<file path="config.mk">
export PLATFORM = sky130hd
export DESIGN_NAME = bounded_deque_with_search
export DESIGN_NICKNAME = d
export VERILOG_FILES = /design/src/rtl/bdq_pkg.sv /design/src/rtl/bounded_deque_with_search.sv /design/src/rtl/bdq_datapath.sv /design/src/rtl/bdq_ctrl.sv
export SDC_FILE = /design/constraint.sdc
export NUM_CORES = 1
export LEC_CHECK = 0
export ABC_AREA = 0
export BUFFER_PORTS_ARGS = -buffer_cell sky130_fd_sc_hd__buf_2
export CAP_MARGIN = 20
export CORE_ASPECT_RATIO = 1.25
export CORE_MARGIN = 5
export CORE_UTILIZATION = 55
export CTS_CLUSTER_SIZE = 25
export DETAILED_ROUTE_END_ITERATION = 8
export PLACE_DENSITY = 0.75
export SLEW_MARGIN = 20
export SYNTH_ARGS = -nofsm -noshare
export SYNTH_HDL_FRONTEND = slang
export SYNTH_SLANG_ARGS = --single-unit
</file>
<file path="constraint.sdc">
create_clock -name clk_i -period 4.9 [get_ports clk_i]
set_input_delay 0.49 -clock clk_i [delete_from_list [all_inputs] [get_ports clk_i]]
set_output_delay 0.49 -clock clk_i [all_outputs]
set_load 0.02 [all_outputs]
</file>
<file path="src/rtl/bdq_pkg.sv">
`timescale 1ns / 1ps
// ----------------------------------------------------------------------------
// bdq_pkg
// Shared constants, codes and controller/datapath interface types for the
// bounded double-ended queue with search.
// ----------------------------------------------------------------------------
package bdq_pkg;

  // Default sizing
  localparam int DEPTH_DEF       = 16;
  localparam int VALUE_WIDTH_DEF = 32;

  // Fixed port widths
  localparam int OP_W     = 3;
  localparam int VALUE_W  = 32;
  localparam int STATUS_W = 2;
  localparam int COUNT_W  = 5;

  // Operation codes
  localparam logic [OP_W-1:0] OP_PUSH_FRONT = 3'd0;
  localparam logic [OP_W-1:0] OP_PUSH_BACK  = 3'd1;
  localparam logic [OP_W-1:0] OP_POP_FRONT  = 3'd2;
  localparam logic [OP_W-1:0] OP_POP_BACK   = 3'd3;
  localparam logic [OP_W-1:0] OP_CONTAINS   = 3'd4;
  localparam logic [OP_W-1:0] OP_REMOVE     = 3'd5;

  // Result status codes
  localparam logic [STATUS_W-1:0] ST_DONE  = 2'd0;
  localparam logic [STATUS_W-1:0] ST_FULL  = 2'd1;
  localparam logic [STATUS_W-1:0] ST_EMPTY = 2'd2;

  // Logical index that the store read port looks at
  typedef enum logic [1:0] {
    RD_IDX,
    RD_IDX1,
    RD_FRONT,
    RD_BACK
  } bdq_rd_sel_e;

  // Controller to datapath commands
  typedef struct packed {
    logic                load_req;
    logic                push_front;
    logic                push_back;
    logic                pop_front;
    logic                pop_back;
    logic                status_we;
    logic [STATUS_W-1:0] status;
    logic                set_found;
    logic                idx_clr;
    logic                idx_inc;
    logic                rd_en;
    bdq_rd_sel_e         rd_sel;
    logic                shift_wr;
    logic                dec_count;
    logic                cap_front;
    logic                out_load;
  } bdq_cmd_t;

  // Datapath to controller status
  typedef struct packed {
    logic empty;
    logic full;
    logic match;
    logic idx_last;
    logic idx_next_last;
    logic out_free;
  } bdq_stat_t;

endpackage

</file>
<file path="src/rtl/bounded_deque_with_search.sv">
`timescale 1ns / 1ps
// ----------------------------------------------------------------------------
// bounded_deque_with_search
// Bounded double-ended queue in a ring store with contains and
// remove-first-match; one result per request.
// ----------------------------------------------------------------------------
// Usage:
//   Requests (operation_i, value_i) enter on in_valid_i/in_ready_o; results
//   (status, found, front/back value, count, empty flag) leave on
//   out_valid_o/out_ready_i. Each request yields exactly one result.
//   One request is worked at a time; in_ready_o is high only while the
//   sequencer is idle. Contains and remove scan from the front to the
//   first match; remove then moves each later entry one place toward the
//   front. The sequencer is ready for the next request in the cycle after
//   it loads a result.
//   The single read port of the ring store paces the scan and the shift:
//   each scan or shift step is one read followed by a compare or a write.
//   A finished result sits in the output register; the next request can be
//   taken while it waits. If the receiver stalls, the following result is
//   held in the sequencer until the output register frees.
//   Reset empties the queue (head and count cleared); store contents are
//   not cleared, and front/back report zero while the queue is empty.
// ----------------------------------------------------------------------------
module bounded_deque_with_search #(
  parameter int DEPTH       = bdq_pkg::DEPTH_DEF,
  parameter int VALUE_WIDTH = bdq_pkg::VALUE_WIDTH_DEF
) (
  input  logic                                clk_i,
  input  logic                                rst_ni,
  input  logic                                in_valid_i,
  output logic                                in_ready_o,
  input  logic [bdq_pkg::OP_W-1:0]            operation_i,
  input  logic signed [bdq_pkg::VALUE_W-1:0]  value_i,
  output logic                                out_valid_o,
  input  logic                                out_ready_i,
  output logic [bdq_pkg::STATUS_W-1:0]        status_o,
  output logic                                found_o,
  output logic signed [bdq_pkg::VALUE_W-1:0]  front_value_o,
  output logic signed [bdq_pkg::VALUE_W-1:0]  back_value_o,
  output logic [bdq_pkg::COUNT_W-1:0]         count_o,
  output logic                                is_empty_o
);

  bdq_pkg::bdq_cmd_t  cmd;
  bdq_pkg::bdq_stat_t stat;

  bdq_ctrl u_ctrl (
    .clk_i       (clk_i),
    .rst_ni      (rst_ni),
    .in_valid_i  (in_valid_i),
    .in_ready_o  (in_ready_o),
    .operation_i (operation_i),
    .cmd_o       (cmd),
    .stat_i      (stat)
  );

  bdq_datapath #(
    .DEPTH       (DEPTH),
    .VALUE_WIDTH (VALUE_WIDTH)
  ) u_datapath (
    .clk_i         (clk_i),
    .rst_ni        (rst_ni),
    .value_i       (value_i),
    .cmd_i         (cmd),
    .stat_o        (stat),
    .out_valid_o   (out_valid_o),
    .out_ready_i   (out_ready_i),
    .status_o      (status_o),
    .found_o       (found_o),
    .front_value_o (front_value_o),
    .back_value_o  (back_value_o),
    .count_o       (count_o),
    .is_empty_o    (is_empty_o)
  );

endmodule

</file>
<file path="src/rtl/bdq_datapath.sv">
`timescale 1ns / 1ps
// ----------------------------------------------------------------------------
// bdq_datapath
// Ring store, head/count registers, scan index, read data register and the
// result register that faces the output channel.
// ----------------------------------------------------------------------------
module bdq_datapath #(
  parameter int DEPTH       = bdq_pkg::DEPTH_DEF,
  parameter int VALUE_WIDTH = bdq_pkg::VALUE_WIDTH_DEF
) (
  input  logic                                clk_i,
  input  logic                                rst_ni,
  input  logic signed [bdq_pkg::VALUE_W-1:0]  value_i,
  input  bdq_pkg::bdq_cmd_t                   cmd_i,
  output bdq_pkg::bdq_stat_t                  stat_o,
  output logic                                out_valid_o,
  input  logic                                out_ready_i,
  output logic [bdq_pkg::STATUS_W-1:0]        status_o,
  output logic                                found_o,
  output logic signed [bdq_pkg::VALUE_W-1:0]  front_value_o,
  output logic signed [bdq_pkg::VALUE_W-1:0]  back_value_o,
  output logic [bdq_pkg::COUNT_W-1:0]         count_o,
  output logic                                is_empty_o
);

  localparam int AW = (DEPTH > 1) ? $clog2(DEPTH) : 1;
  localparam int CW = $clog2(DEPTH + 1);
  localparam int SW = CW + 1;
  localparam logic [SW-1:0] DEPTH_S = SW'(DEPTH);
  localparam logic [CW-1:0] DEPTH_C = CW'(DEPTH);
  localparam logic [AW-1:0] LAST_A  = AW'(DEPTH - 1);

  // Ring position of a logical index: one add, one compare-and-subtract
  function automatic logic [AW-1:0] ring_pos(input logic [AW-1:0] head,
                                             input logic [CW-1:0] lidx);
    logic [SW-1:0] sum;
    begin
      sum = SW'(head) + SW'(lidx);
      if (sum >= DEPTH_S) begin
        sum = sum - DEPTH_S;
      end
      ring_pos = sum[AW-1:0];
    end
  endfunction

  logic [VALUE_WIDTH-1:0] mem [DEPTH];

  logic [AW-1:0]          head_q, head_d;
  logic [CW-1:0]          count_q, count_d;
  logic [CW-1:0]          idx_q, idx_d;
  logic [VALUE_WIDTH-1:0] val_q;
  logic [VALUE_WIDTH-1:0] rd_data_q;
  logic [VALUE_WIDTH-1:0] front_q;
  logic [bdq_pkg::STATUS_W-1:0] st_q;
  logic                   found_q;

  logic                   out_valid_q;
  logic [bdq_pkg::STATUS_W-1:0] out_status_q;
  logic                   out_found_q;
  logic [VALUE_WIDTH-1:0] out_front_q;
  logic [VALUE_WIDTH-1:0] out_back_q;
  logic [CW-1:0]          out_count_q;

  logic [AW-1:0]          head_dec;
  logic [CW-1:0]          rd_lidx;
  logic [AW-1:0]          rd_addr;
  logic [AW-1:0]          wr_addr;
  logic [VALUE_WIDTH-1:0] wr_data;
  logic                   wr_en;
  logic                   cnt_zero;
  logic [SW-1:0]          idx_p1;
  logic [SW-1:0]          idx_p2;

  assign cnt_zero = (count_q == '0);
  assign head_dec = (head_q == '0) ? LAST_A : head_q - AW'(1);
  assign idx_p1   = SW'(idx_q) + SW'(1);
  assign idx_p2   = SW'(idx_q) + SW'(2);

  // Read address select
  always_comb begin
    case (cmd_i.rd_sel)
      bdq_pkg::RD_IDX:   rd_lidx = idx_q;
      bdq_pkg::RD_IDX1:  rd_lidx = idx_p1[CW-1:0];
      bdq_pkg::RD_FRONT: rd_lidx = '0;
      bdq_pkg::RD_BACK:  rd_lidx = count_q - CW'(1);
      default:           rd_lidx = '0;
    endcase
  end
  assign rd_addr = ring_pos(head_q, rd_lidx);

  // Write port: push front, push back, or one step of the shift
  always_comb begin
    wr_en   = cmd_i.push_front | cmd_i.push_back | cmd_i.shift_wr;
    wr_data = cmd_i.shift_wr ? rd_data_q : val_q;
    if (cmd_i.push_front) begin
      wr_addr = head_dec;
    end else if (cmd_i.shift_wr) begin
      wr_addr = ring_pos(head_q, idx_q);
    end else begin
      wr_addr = ring_pos(head_q, count_q);
    end
  end

  // Store
  always_ff @(posedge clk_i) begin
    if (wr_en) begin
      mem[wr_addr] <= wr_data;
    end
    if (cmd_i.rd_en) begin
      rd_data_q <= mem[rd_addr];
    end
  end

  // Head, count and scan index
  always_comb begin
    head_d  = head_q;
    count_d = count_q;
    idx_d   = idx_q;
    if (cmd_i.push_front) begin
      head_d  = head_dec;
      count_d = count_q + CW'(1);
    end
    if (cmd_i.push_back) begin
      count_d = count_q + CW'(1);
    end
    if (cmd_i.pop_front) begin
      head_d  = ring_pos(head_q, CW'(1));
      count_d = count_q - CW'(1);
    end
    if (cmd_i.pop_back || cmd_i.dec_count) begin
      count_d = count_q - CW'(1);
    end
    if (cmd_i.idx_clr) begin
      idx_d = '0;
    end else if (cmd_i.idx_inc) begin
      idx_d = idx_p1[CW-1:0];
    end
  end

  always_ff @(posedge clk_i or negedge rst_ni) begin
    if (!rst_ni) begin
      head_q  <= '0;
      count_q <= '0;
      idx_q   <= '0;
    end else begin
      head_q  <= head_d;
      count_q <= count_d;
      idx_q   <= idx_d;
    end
  end

  // Per-request working registers
  always_ff @(posedge clk_i) begin
    if (cmd_i.load_req) begin
      val_q   <= VALUE_WIDTH'($unsigned(value_i));
      st_q    <= bdq_pkg::ST_DONE;
      found_q <= 1'b0;
    end else begin
      if (cmd_i.status_we) begin
        st_q <= cmd_i.status;
      end
      if (cmd_i.set_found) begin
        found_q <= 1'b1;
      end
    end
    if (cmd_i.cap_front) begin
      front_q <= rd_data_q;
    end
  end

  // Result register
  always_ff @(posedge clk_i or negedge rst_ni) begin
    if (!rst_ni) begin
      out_valid_q <= 1'b0;
    end else if (cmd_i.out_load) begin
      out_valid_q <= 1'b1;
    end else if (out_ready_i) begin
      out_valid_q <= 1'b0;
    end
  end

  always_ff @(posedge clk_i) begin
    if (cmd_i.out_load) begin
      out_status_q <= st_q;
      out_found_q  <= found_q;
      out_count_q  <= count_q;
      out_front_q  <= cnt_zero ? '0 : front_q;
      out_back_q   <= cnt_zero ? '0 : rd_data_q;
    end
  end

  // Status back to the controller
  assign stat_o.empty         = cnt_zero;
  assign stat_o.full          = (count_q == DEPTH_C);
  assign stat_o.match         = (rd_data_q == val_q);
  assign stat_o.idx_last      = (idx_p1 >= SW'(count_q));
  assign stat_o.idx_next_last = (idx_p2 >= SW'(count_q));
  assign stat_o.out_free      = !out_valid_q || out_ready_i;

  assign out_valid_o   = out_valid_q;
  assign status_o      = out_status_q;
  assign found_o       = out_found_q;
  assign front_value_o = bdq_pkg::VALUE_W'(out_front_q);
  assign back_value_o  = bdq_pkg::VALUE_W'(out_back_q);
  assign count_o       = bdq_pkg::COUNT_W'(out_count_q);
  assign is_empty_o    = (out_count_q == '0);

endmodule

</file>
<file path="src/rtl/bdq_ctrl.sv">
`timescale 1ns / 1ps
// ----------------------------------------------------------------------------
// bdq_ctrl
// Sequencer: decodes the request, runs the search and the tail shift, then
// reads front and back and hands the result to the output register.
// ----------------------------------------------------------------------------
module bdq_ctrl (
  input  logic                          clk_i,
  input  logic                          rst_ni,
  input  logic                          in_valid_i,
  output logic                          in_ready_o,
  input  logic [bdq_pkg::OP_W-1:0]      operation_i,
  output bdq_pkg::bdq_cmd_t             cmd_o,
  input  bdq_pkg::bdq_stat_t            stat_i
);

  localparam logic [3:0] S_IDLE     = 4'd0;
  localparam logic [3:0] S_EXEC     = 4'd1;
  localparam logic [3:0] S_SCAN_RD  = 4'd2;
  localparam logic [3:0] S_SCAN_CMP = 4'd3;
  localparam logic [3:0] S_SH_RD    = 4'd4;
  localparam logic [3:0] S_SH_WR    = 4'd5;
  localparam logic [3:0] S_RD_FRONT = 4'd6;
  localparam logic [3:0] S_RD_BACK  = 4'd7;
  localparam logic [3:0] S_DONE     = 4'd8;

  logic [3:0]               state_q, state_d;
  logic [bdq_pkg::OP_W-1:0] op_q, op_d;

  always_ff @(posedge clk_i or negedge rst_ni) begin
    if (!rst_ni) begin
      state_q <= S_IDLE;
      op_q    <= bdq_pkg::OP_PUSH_FRONT;
    end else begin
      state_q <= state_d;
      op_q    <= op_d;
    end
  end

  // Next state and command decode
  always_comb begin
    state_d    = state_q;
    op_d       = op_q;
    in_ready_o = 1'b0;
    cmd_o      = '0;
    cmd_o.rd_sel = bdq_pkg::RD_IDX;
    case (state_q)
      S_IDLE: begin
        in_ready_o = 1'b1;
        if (in_valid_i) begin
          cmd_o.load_req = 1'b1;
          op_d           = operation_i;
          state_d        = S_EXEC;
        end
      end
      S_EXEC: begin
        state_d = S_RD_FRONT;
        case (op_q)
          bdq_pkg::OP_PUSH_FRONT, bdq_pkg::OP_PUSH_BACK: begin
            if (stat_i.full) begin
              cmd_o.status_we = 1'b1;
              cmd_o.status    = bdq_pkg::ST_FULL;
            end else begin
              cmd_o.push_front = (op_q == bdq_pkg::OP_PUSH_FRONT);
              cmd_o.push_back  = (op_q == bdq_pkg::OP_PUSH_BACK);
            end
          end
          bdq_pkg::OP_POP_FRONT, bdq_pkg::OP_POP_BACK: begin
            if (stat_i.empty) begin
              cmd_o.status_we = 1'b1;
              cmd_o.status    = bdq_pkg::ST_EMPTY;
            end else begin
              cmd_o.pop_front = (op_q == bdq_pkg::OP_POP_FRONT);
              cmd_o.pop_back  = (op_q == bdq_pkg::OP_POP_BACK);
            end
          end
          bdq_pkg::OP_CONTAINS, bdq_pkg::OP_REMOVE: begin
            if (stat_i.empty) begin
              cmd_o.status_we = 1'b1;
              cmd_o.status    = bdq_pkg::ST_EMPTY;
            end else begin
              cmd_o.idx_clr = 1'b1;
              state_d       = S_SCAN_RD;
            end
          end
          default: begin
            // unknown operation: report state only
          end
        endcase
      end
      S_SCAN_RD: begin
        cmd_o.rd_en  = 1'b1;
        cmd_o.rd_sel = bdq_pkg::RD_IDX;
        state_d      = S_SCAN_CMP;
      end
      S_SCAN_CMP: begin
        if (stat_i.match) begin
          cmd_o.set_found = 1'b1;
          if (op_q == bdq_pkg::OP_REMOVE) begin
            if (stat_i.idx_last) begin
              // match at the back: nothing to shift
              cmd_o.dec_count = 1'b1;
              state_d         = S_RD_FRONT;
            end else begin
              state_d = S_SH_RD;
            end
          end else begin
            state_d = S_RD_FRONT;
          end
        end else if (stat_i.idx_last) begin
          state_d = S_RD_FRONT;
        end else begin
          cmd_o.idx_inc = 1'b1;
          state_d       = S_SCAN_RD;
        end
      end
      S_SH_RD: begin
        cmd_o.rd_en  = 1'b1;
        cmd_o.rd_sel = bdq_pkg::RD_IDX1;
        state_d      = S_SH_WR;
      end
      S_SH_WR: begin
        cmd_o.shift_wr = 1'b1;
        cmd_o.idx_inc  = 1'b1;
        if (stat_i.idx_next_last) begin
          cmd_o.dec_count = 1'b1;
          state_d         = S_RD_FRONT;
        end else begin
          state_d = S_SH_RD;
        end
      end
      S_RD_FRONT: begin
        cmd_o.rd_en  = 1'b1;
        cmd_o.rd_sel = bdq_pkg::RD_FRONT;
        state_d      = S_RD_BACK;
      end
      S_RD_BACK: begin
        cmd_o.cap_front = 1'b1;
        cmd_o.rd_en     = 1'b1;
        cmd_o.rd_sel    = bdq_pkg::RD_BACK;
        state_d         = S_DONE;
      end
      S_DONE: begin
        if (stat_i.out_free) begin
          cmd_o.out_load = 1'b1;
          state_d        = S_IDLE;
        end
      end
      default: begin
        state_d = S_IDLE;
      end
    endcase
  end

endmodule

</file>
; Word level (Yosys, flattened, before mapping)
; Memory sizes are Yosys's and may differ from the RTL's. A register that Yosys moved wholly into a read port is not among the register bits.
; Cells that the tools add are included.
[word_totals]
register_bits = 161
mem_bits_rw = 512
inputBits = 39
out_inout_bits = 75
wordCells = 136
n_memories = 1
[op_classes]
addsub = 13
n_lt_le_gt_ge = 6
n_eq_ne = 20
mux = 60
bitwise = 2
n_reduce_logical = 19
[mem_list]
columns = name, words, width, read_ports, rd_ports_with_merged_regs, write_ports, line_no
row1 = u_datapath.mem, 16, 32, 1, 1, 1, bdq_datapath.sv:46  ; logic [VALUE_WIDTH-1:0] mem [DEPTH];
[ops]
columns = operator, n
row1 = 4-bit 2-to-1 mux, 11
row2 = 4-bit case mux with 9 select lines, 1
row3 = 32-bit equality test, 1
row4 = 32-bit 2-to-1 mux, 1
row5 = 5-bit 2-to-1 mux, 6
row6 = 1-bit 2-to-1 mux, 22
row7 = 5-bit case mux with 4 select lines, 1
row8 = 4-bit by 1-bit subtractor with 4-bit output (second input constant), 5
row9 = 4-bit by 5-bit adder with 6-bit output, 3
row10 = 6-bit by 5-bit >= comparator with 1-bit output (second input constant), 3
row11 = 3-bit 2-to-1 mux, 6
row12 = 4-bit by 3-bit equality test with 1-bit output (second input constant), 4
row13 = 2-bit 2-to-1 mux, 7
row14 = 6-bit by 5-bit >= comparator with 1-bit output, 2
row15 = 3-bit case mux with 4 select lines, 1
row16 = 5-bit logical NOT, 2
row17 = 4-bit by 2-bit equality test with 1-bit output (second input constant), 2
row18 = 4-bit logical NOT, 2
row19 = 7-bit 2-to-1 mux, 1
row20 = 5-bit by 1-bit adder with 6-bit output (second input constant), 1
row21 = 5-bit by 2-bit adder with 6-bit output (second input constant), 1
row22 = 3-bit by 2-bit equality test with 1-bit output (second input constant), 2
row23 = 3-bit equality test (second input constant), 2
row24 = 3-bit case mux with 2 select lines, 1
row25 = other kinds (22), 32

; Longest topological paths before layout
[logic_depth]
word_depth = 8
ltp_mapped = 14
ltp_nobuf = 12

; Modules after synthesis
; From an unflattened synthesis, not the netlist that was laid out.
[hier_totals]
cells_unflattened = 1490
area_unflattened_um2 = 28411.0
[modules_own_cells]
columns = module, instances, cells_per_inst, area_per_inst_um2, seq_area_each_um2
row1 = bdq_datapath, 1, 1413, 27811.7, 20855.0
row2 = bdq_ctrl, 1, 77, 599.3, 175.2

; Least setup slack after synthesis
; Ideal clock, no wire load.
[synth_path]
path_kind = flip-flop to flip-flop
from = register u_ctrl.state_q[1]
to = register u_datapath.out_back_q[0], in the netlist u_datapath.back_value_o[0], enable pin
setup_time_ns = 0.511
arrival_ns = 4.560
required_ns = 4.389
path_slack_ns = -0.171
path_stages_with_launch = 4
path_buffers = 1
synth_period_minus_slack_ns = 5.071
cell_sequence = dfrtp_1 -> clkbuf_1 -> or4b_2 -> nor2b_1
[synth_rtl]
columns = element, line_no
row1 = from (decl), bdq_ctrl.sv:27  ; logic [3:0] state_q, state_d;
row2 = from (signal assigned), bdq_ctrl.sv:35  ; state_q <= state_d;
row3 = to (signal assigned), bdq_datapath.sv:188  ; out_back_q <= cnt_zero ? '0 : rd_data_q;
row4 = to (decl), bdq_datapath.sv:61  ; logic [VALUE_WIDTH-1:0] out_back_q;

; Final worst setup path
[layout_path]
from = register u_ctrl.state_q[1]
to = memory u_datapath.mem[11][14] (netlist name), enable pin
[layout_via]
elab_chain_len = 6
word_cells_on_any_way = 10
cone_classes = eq/ne: 2 / mux: 6 / bitwise: 2
[layout_rtl]
columns = element, line_no
row1 = 4-bit by 1-bit equality test with 1-bit output, bdq_ctrl.sv:47  ; case (state_q)
row2 = 7-bit 2-to-1 mux, bdq_ctrl.sv:47
row3 = 1-bit OR (2 in a row), bdq_datapath.sv:93  ; wr_en = cmd_i.push_front | cmd_i.push_back | cmd_i.shift_wr;
row4 = 1-bit 2-to-1 mux, bdq_datapath.sv:106  ; if (wr_en) begin
row5 = 1-bit 2-to-1 mux (not written as such), bdq_datapath.sv:107  ; mem[wr_addr] <= wr_data;
row6 = to (decl), bdq_datapath.sv:46
; Several ways; a longest one is shown, not always the timed one.

==> reports/metrics.csv <==
stage,metric,value,unit
flow_run,drv_cap,0,
yosys,synth_nets,1438,
floorplan,core,50400,µm²
timing,rsz0062_at_grt,no,
route,wire_per_inst,26.0,µm
final_layout,area_growth_syn_to_layout,13.3,%
clock_network,cts-root-buf,clkbuf_16,
route,num_vias,13500,
critical_path,end_kind,flop,
timing,relSlewSlack,35.6,%
yosys,ys_ff_latch,705,
yosys,ys_top_cells_by_count,"edfxtp_1 (680), mux4_2 (129), mux2i_1 (94)",
yosys,ys_seq_area_share,75.2,%
placement,dp_hpwl,34300,µm
critical_path,r2r_slack,0.71,ns
floorplan,ioPinCount,114,
outcome,status,finished clean,
route,ant_nets,0,
critical_path,path_delay_family,compound AO/OA/AOI/OAI gates,
critical_path,worstPathArrival,4.39,ns
grt,grt_max_degree,68,
clock_network,cts_setup_buffers,0,
floorplan,fp.dieW,212,µm
timing,setup-violations-final,0,
floorplan,die-area,55500,µm²
yosys,syn_area_per_cell,20.4,µm²
yosys,synth.largest_area_cell,edfxtp_1,
route,drt_iter0_markers,1436,
critical_path,cp_max_fo,32,
critical_path,slowest_stage,dfrtp_1,
yosys,synth_most_common_cell,edfxtp_1,
placement,port_buffers,113,
timing,drv_slew,0,
critical_path,path_class,flop to flop,
yosys,async_reset_ff_share,3.12,%
clock_network,clkLatencyLatePin,0.58,ns
min_path,hold_path_class,primary input to flop,
critical_path,timing.critical_path.slowest_cell_delay,0.68,ns
timing,fin_skew,0.0300,ns
final_layout,drive_above_1_share,28.2,%
yosys,ys.flop_type,edfxtp_1,
floorplan,die_h,262,µm
yosys,synth_warnings,0,
timing,tightestPinTransition,0.966,ns
critical_path,crit_chain,and4bb_2 -> o21ai_0 -> ha_1 -> a21o_1 -> a21oi_1 -> xnor3_1 -> o21ai_0 -> nand2b_1 -> nor2_4 -> buf_4,
route,firstDrtPassIters,7,
timing,period_needed,4.19,ns
yosys,syn_inst,1374,
yosys,synth_top_area_share,73.0,%
grt,gr-total-overflow,0,
route,post_drt_via_cell_ratio,6.02,
grt,grt.total_usage,21.3,%
floorplan,initial_core_util,55.5,%
yosys,synth_cell_types,64,
grt,first_global_vias,14000,
grt,antenna_found_initial,0,
clock_network,clkTransAtPathRegs,0.06,ns
yosys,synth_area_leaders,"edfxtp_1 (73%), mux4_2 (10%), mux2i_1 (3.4%), dfrtp_1 (2.0%), and2_1 (1.5%)",
clock_network,cts_tree,done,
route,drc,0,
critical_path,path_buf_inv,1,
final_layout,antenna_cells,0,
grt,grt_pass1_wl,88000,µm
clock_network,h-tree-depth,3,
clock_network,numCtsBuffers,66,
critical_path,cp-start-kind,flop,
timing,finalCritPeriodShare,85.5,%
yosys,synth_edf_count,680,
timing,fin_setup_tns,0,ns
final_layout,fin_util,62.8,%
placement,gp_congestion,0.874,
final_layout,nNetsFinal,1598,
clock_network,clock-sinks,705,
critical_path,required,5.11,ns
timing,hold_violations,0,
critical_path,path_common_cell,o21ai_0,
floorplan,rows,92,
yosys,synth_area,28000,µm²
route,routed_wl,58200,µm
clock_network,cts_max_path_buffers,3,
timing,max_freq,239,MHz
==> worst paths after layout <==
kind	end	start	cells after the start
min in group asynchronous	u_ctrl.op_q[0]	rst_ni	2
max in group asynchronous	u_datapath.idx_q[3]	rst_ni	2
worst min-delay path	u_datapath.val_q[9]	value_i[9]	1
worst min register to register	u_datapath.found_o	u_datapath.found_q	0
worst max-delay path	u_datapath.mem[11][14]	u_ctrl.state_q[1]	10
worst max register to register	u_datapath.mem[11][14]	u_ctrl.state_q[1]	10
==> layout by cell type (no fill, tap or decap), types with 7 or more instances in the layout <==
master | Yosys | final
and2_1 | 67 | 66
buf_2 | 15 | 113
clkbuf_16 | 0 | 69
xnor2_1 | 41 | 41
mux2_2 | 35 | 35
a21oi_1 | 22 | 22
clkinv_1 | 0 | 16
nand2_1 | 30 | 29
nand4_1 | 9 | 9
edfxtp_1 | 680 | 680
clkinv_2 | 0 | 10
mux2i_1 | 94 | 94
nand3_1 | 12 | 12
nand2b_1 | 7 | 7
dfrtp_1 | 22 | 22
buf_4 | 4 | 34
mux4_2 | 129 | 129
nor2_1 | 27 | 10
ha_1 | 23 | 22
nor2_4 | 0 | 17
o21ai_0 | 16 | 16
inv_1 | 16 | 15
clkbuf_1 | 34 | 14
==> timing repair <==
item,CTS,global route
resized for setup,0,0
endpoints found under the hold margin,22,0
hold buffers,1,0
==> cell type report <==
type | count | area, µm²
clock buffer | 85 | 1810
clock inverter | 32 | 230
fill | 3394 | 18700
inverter | 16 | 60.1
multi-input combinational | 591 | 6780
sequential | 705 | 21000
tap | 658 | 823
timing repair buffer | 154 | 951
==> routing by layer <==
metal	vias to the layer above	wire (µm)	global-route usage (%)
met5	-	0	0
met4	0	1390	6.50
met3	85	4040	2.89
met2	539	30300	36.9
met1	7015	22500	28.7
li1	5856	-	-
==> per-stage QoR <==
stage	cell area [µm²]	hold slack [ns]	instances	setup WS (ns)
3_5_place_dp	29600	0.419	2123	0.757
3_3_place_gp	29600	0.415	2123	0.912
2_1_floorplan	28000	0.194	1374	0.212
5_1_grt	31700	0.0600	2241	0.491
4_1_cts	31700	0.0482	2241	0.745
6_report	31700	0.0849	2241	0.712
==> cells by family (layout without fill, tap and decap cells) <==
family	Yosys count	in the layout	share of synthesized area, %
DFF	705	705	75.2
muxes	258	258	15.2
and+or+nand+nor	186	186	3.81
buffers and inverters	78	287	1.19
AOI/OAI and AO/OA	74	74	1.83
xor gates and xnor gates	48	48	1.62
adders and majority gates	25	25	1.17
==> flip-flops by register name, summed over array words and instances, names as in the netlist <==
register / flops
u_datapath.mem: 512
u_datapath.back_value_o: 32
u_datapath.front_q: 32
u_datapath.front_value_o: 32
u_datapath.rd_data_q: 32
u_datapath.val_q: 32
u_datapath.count_o: 5
u_datapath.count_q: 5
u_datapath.idx_q: 5
u_ctrl.state_q: 4
u_datapath.head_q: 4
u_ctrl.op_q: 3
u_datapath.st_q: 2
u_datapath.status_o: 2
u_datapath.found_o: 1
u_datapath.found_q: 1
u_datapath.out_valid_o: 1
Power is left out: the tool's default activity adds up to more than one toggle a clock period on the data nets, which glitch-free logic cannot reach.
